===== src/hdl/ghp_pkg.sv =====
package ghp_pkg;

    localparam int DEF_POOL_SLOTS = 256;
    localparam int DEF_INDEX_BITS = 20;
    localparam int DEF_COUNT_BITS = 16;

    localparam int HANDLE_W = 32;
    localparam int REQ_W    = 3;
    localparam int STATUS_W = 2;
    localparam int REF_W    = 16;
    localparam int FREED_W  = 9;

    localparam logic [REQ_W-1:0] REQ_ALLOC   = 3'd0;
    localparam logic [REQ_W-1:0] REQ_ADDREF  = 3'd1;
    localparam logic [REQ_W-1:0] REQ_RELEASE = 3'd2;
    localparam logic [REQ_W-1:0] REQ_QUERY   = 3'd3;
    localparam logic [REQ_W-1:0] REQ_COLLECT = 3'd4;

    localparam logic [STATUS_W-1:0] STAT_OK    = 2'd0;
    localparam logic [STATUS_W-1:0] STAT_STALE = 2'd1;
    localparam logic [STATUS_W-1:0] STAT_FULL  = 2'd2;

    typedef enum logic [1:0] {
        ST_IDLE,
        ST_POP,
        ST_SWEEP,
        ST_FINISH
    } ghp_state_t;

    // Commands from the controller to the datapath.
    typedef struct packed {
        logic accept;
        logic pop;
        logic sweep;
        logic finish;
    } ghp_cmd_t;

    // Status from the datapath to the controller.
    typedef struct packed {
        logic in_pop;
        logic in_collect;
        logic sweep_busy;
        logic out_busy;
    } ghp_stat_t;

endpackage


===== src/hdl/ghp_ctrl.sv =====
module ghp_ctrl (
    input  logic                clk,
    input  logic                rst_n,
    input  logic                in_valid,
    output logic                in_stall,
    input  ghp_pkg::ghp_stat_t  stat,
    output ghp_pkg::ghp_cmd_t   cmd
);

    import ghp_pkg::*;

    ghp_state_t state_reg;
    ghp_state_t state_next;

    always_ff @(posedge clk or negedge rst_n)
    begin
        if (!rst_n)
        begin
            state_reg <= ST_IDLE;
        end
        else
        begin
            state_reg <= state_next;
        end
    end

    always_comb
    begin
        state_next = state_reg;
        unique case (state_reg)
            ST_IDLE:
            begin
                if (in_valid)
                begin
                    if (stat.in_collect)
                    begin
                        state_next = ST_SWEEP;
                    end
                    else if (stat.in_pop)
                    begin
                        state_next = ST_POP;
                    end
                    else
                    begin
                        state_next = ST_FINISH;
                    end
                end
            end
            ST_POP:
            begin
                state_next = ST_FINISH;
            end
            ST_SWEEP:
            begin
                if (!stat.sweep_busy)
                begin
                    state_next = ST_FINISH;
                end
            end
            ST_FINISH:
            begin
                if (!stat.out_busy)
                begin
                    state_next = ST_IDLE;
                end
            end
            default:
            begin
                state_next = ST_IDLE;
            end
        endcase
    end

    always_comb
    begin
        cmd = '0;
        in_stall = 1'b1;
        unique case (state_reg)
            ST_IDLE:
            begin
                in_stall = 1'b0;
                cmd.accept = in_valid;
            end
            ST_POP:
            begin
                cmd.pop = 1'b1;
            end
            ST_SWEEP:
            begin
                cmd.sweep = 1'b1;
            end
            ST_FINISH:
            begin
                cmd.finish = !stat.out_busy;
            end
            default:
            begin
                in_stall = 1'b1;
            end
        endcase
    end

endmodule


===== config.mk =====
export PLATFORM = sky130hd
export DESIGN_NAME = ghp_ctrl
export DESIGN_NICKNAME = d
export VERILOG_FILES = /design/src/hdl/ghp_pkg.sv /design/src/hdl/ghp_ctrl.sv
export SDC_FILE = /design/constraint.sdc
export NUM_CORES = 1
export LEC_CHECK = 0
export BUFFER_PORTS_ARGS = -buffer_cell sky130_fd_sc_hd__buf_2
export CORE_AREA = 2 2 39 41
export CTS_BUF_LIST = sky130_fd_sc_hd__clkbuf_8
export DETAILED_ROUTE_END_ITERATION = 6
export DIE_AREA = 0 0 41 43
export HOLD_SLACK_MARGIN = 0.12
export PLACE_DENSITY_LB_ADDON = 0.05
export SYNTH_ARGS = -nofsm -noshare
export SYNTH_HDL_FRONTEND = slang
export SYNTH_SLANG_ARGS = --single-unit

===== constraint.sdc =====
create_clock -name clk -period 1.44 [get_ports clk]
set_clock_uncertainty 0.15 [all_clocks]
set_input_delay 0.288 -clock clk [delete_from_list [all_inputs] [get_ports clk]]
set_output_delay 0.288 -clock clk [all_outputs]
set_load 0.01 [all_outputs]

==> impl_metrics.env <==
export IMPL_crit_path_end_kind="primary output"
export IMPL_ir_drop_mv=0.8869
export IMPL_vias_per_cell=3.712
export IMPL_drv_cap=0
export IMPL_final_setup_viol_count=6
export IMPL_grt_pass1_vias=235
export IMPL_total_power_mw=1.065
export IMPL_rr_startpoint="state_reg[0]"
export IMPL_synthCells=19
export IMPL_yosys_area_top_type="dfrtp_1"
export IMPL_worstPathArrival_ns=1.12
export IMPL_final_cell_mix="buf_2, buf_4, buf_6"
export IMPL_die_x_um=41
export IMPL_synth_area_leaders="dfrtp_1, ha_1, mux2i_1"
export IMPL_worstSetupStartpointType="register"
export IMPL_rrSetupSlack_ns=-0.05
export IMPL_p_per_area_nw_per_um2=2459
export IMPL_start_util=0.1410
export IMPL_clock_sinks=2
export IMPL_numCtsBuffers=3
export IMPL_syn_area_um2=195.2
export IMPL_largest_reg_flops=2
export IMPL_worst_slew_pin_slew_ns=0.1709
export IMPL_fin_area_um2=432.9
export IMPL_dr_pass1_iters=2
export IMPL_drt_wl_total_um=539
export IMPL_fill_cells=152
export IMPL_pin_count=12
export IMPL_final_nets=56
export IMPL_post_route_period_util=1.083
export IMPL_io_buffers=11
export IMPL_crit_path_start="state_reg[1]"
export IMPL_drc=0
export IMPL_drt_iter0_drc=1
export IMPL_ff2ff_path_depth=5
export IMPL_met1_usage=0.07395
export IMPL_ant_nets=0
export IMPL_fmax_mhz=641.3
export IMPL_path_depth=5
export IMPL_vias=219
export IMPL_synth_seq_area_share=0.2564
export IMPL_core_region_area_um2=1384
export IMPL_hpwlAfterDp_um=403.4
export IMPL_grt_max_degree=5
export IMPL_clk_latency_ns=0.21
export IMPL_grt_use_total=0.08333
export IMPL_grt_pass1_wl_um=897
export IMPL_synth_area_per_cell_um2=10.27
export IMPL_diodes=0
export IMPL_synth_top_cell_area_share=0.2564
export IMPL_critical_path_cell_chain="inv_2 -> ha_4 -> inv_2 -> buf_6 -> buf_6"
export IMPL_die_height_um=43
export IMPL_die_area_um2=1763
export IMPL_yosys_register_bits=2
export IMPL_ys_types=12
export IMPL_rsz0062_at_grt="yes"
export IMPL_r2r_end="state_reg[1]"
export IMPL_root_buffer="clkbuf_8"
export IMPL_place_congestion=0.6248
export IMPL_required_ns=1.00
export IMPL_cts_tree="yes"
export IMPL_outcome="finished with violations"
export IMPL_clockBufferDepth=2
export IMPL_finalHoldViolations=0
export IMPL_grtUsageMet3=0.03141
export IMPL_final_setup_worst_slack_ns=-0.1193
export IMPL_synth_nets=30
export IMPL_crit_type="reg -> out"
export IMPL_grtUsageMet2=0.1313
export IMPL_endpoint="in_stall"
export IMPL_slowest_stage="dfrtp_1"
export IMPL_slew_headroom=0.8861
export IMPL_crit_family="flip-flops"
export IMPL_area_growth_pct=121.8
export IMPL_power_leakage_nw=0.2231
export IMPL_grt_overflow=0
export IMPL_yosys_warnings=0
export IMPL_slowest_delay_ns=0.41
export IMPL_drive_above_1_share=0.7907
export IMPL_place_area_um2=305.3
export IMPL_path_max_fanout=4
export IMPL_h_tree_depth=1
export IMPL_busiest_layer="met2"
export IMPL_report_final_slew_viol_count=0
export IMPL_violations="setup timing"
export IMPL_rows=14
export IMPL_hold_path_class="in -> async"
export IMPL_period_needed_ns=1.559
export IMPL_cp_num_buf_inv=4
export IMPL_clkSlewWorstSetupHoldPaths_ns=0.03
export IMPL_antenna_found_initial=0
export IMPL_avgRoutedWirePerCell_um=9.136
-- what timing repair did --
item / CTS / global route
hold buffers: 1 / 0
pin swaps: 1 / 1
endpoints found under the setup margin: 7 / 7
gates resized for setup: 6 / 3
hold endpoints to repair: 2 / 0
buffers inserted: 5 / 0
-- per-stage QoR --
| stage | setup TNS, ns | hold slack [ns] | cells | util | worst slack, ns |
|---|---|---|---|---|---|
| after floorplan | -0.02273 | -0.1576 | 19 | - | -0.02273 |
| after global placement | -0.06922 | -0.07664 | 50 | 0.2206 | -0.04422 |
| after detailed placement | -0.07493 | -0.07480 | 50 | 0.2206 | -0.06081 |
| after CTS | -0.5115 | 0.2421 | 59 | 0.3047 | -0.1176 |
| after global routing | -0.9694 | 0.2500 | 59 | 0.3128 | -0.1760 |
| final | -0.4642 | 0.2390 | 59 | 0.3128 | -0.1193 |
-- final cells by class --
class	instances	area, um^2	share of cell area
Sequential cell	2	50.05	0.1156
Multi-Input combinational cell	13	151.4	0.3497
Clock buffer	3	41.29	0.09538
Inverter	4	15.01	0.03468
Timing Repair Buffer	21	155.1	0.3584
Tap cell	16	20.02	0.04624
-- Yosys cell counts --
| cell type | number |
|---|---|
| and2_2 | 1 |
| a22oi_2 | 1 |
| nor2_1 | 1 |
| inv_2 | 1 |
| inv_1 | 3 |
| mux2_4 | 1 |
| o21ai_2 | 1 |
| ha_1 | 4 |
| mux2i_1 | 2 |
| nor2b_1 | 1 |
| a31oi_1 | 1 |
| dfrtp_1 | 2 |
-- where the power goes --
group | switching [mW] | internal (mW) | total (mW)
Sequential | 0.0328 | 0.0898 | 0.123
Clock | 0.0452 | 0.177 | 0.222
Combinational | 0.272 | 0.448 | 0.720
Total | 0.350 | 0.715 | 1.06
-- cells by family after synthesis --
kind of cell	after synthesis	share of synthesized area
muxes	3	0.1795
DFF	2	0.2564
buffers and inverters	4	0.07690
adders and majority gates	4	0.2564
AOI/OAI and AO/OA	3	0.1410
and+or+nand+nor	3	0.08976
-- routing by layer --
metal,part of all wire,vias to the layer above,routed length [um]
met4,0,0,0
met3,0.071,0,38
li1,-,110,-
met1,0.36,102,193
met2,0.57,7,307
met5,0,-,0
-- how the worst min path moves through the flow --
stage / slack [ns] / start / cells after the start / to
after detailed placement: -0.07 / rst_n / 1 / state_reg[0]
after CTS: 0.24 / rst_n / 2 / state_reg[1]
after global routing: 0.25 / rst_n / 2 / state_reg[1]
after floorplan: -0.16 / rst_n / 0 / state_reg[0]
final: 0.24 / rst_n / 2 / state_reg[1]
after global placement: -0.08 / rst_n / 1 / state_reg[0]
Power figures use the tool's default switching activity.
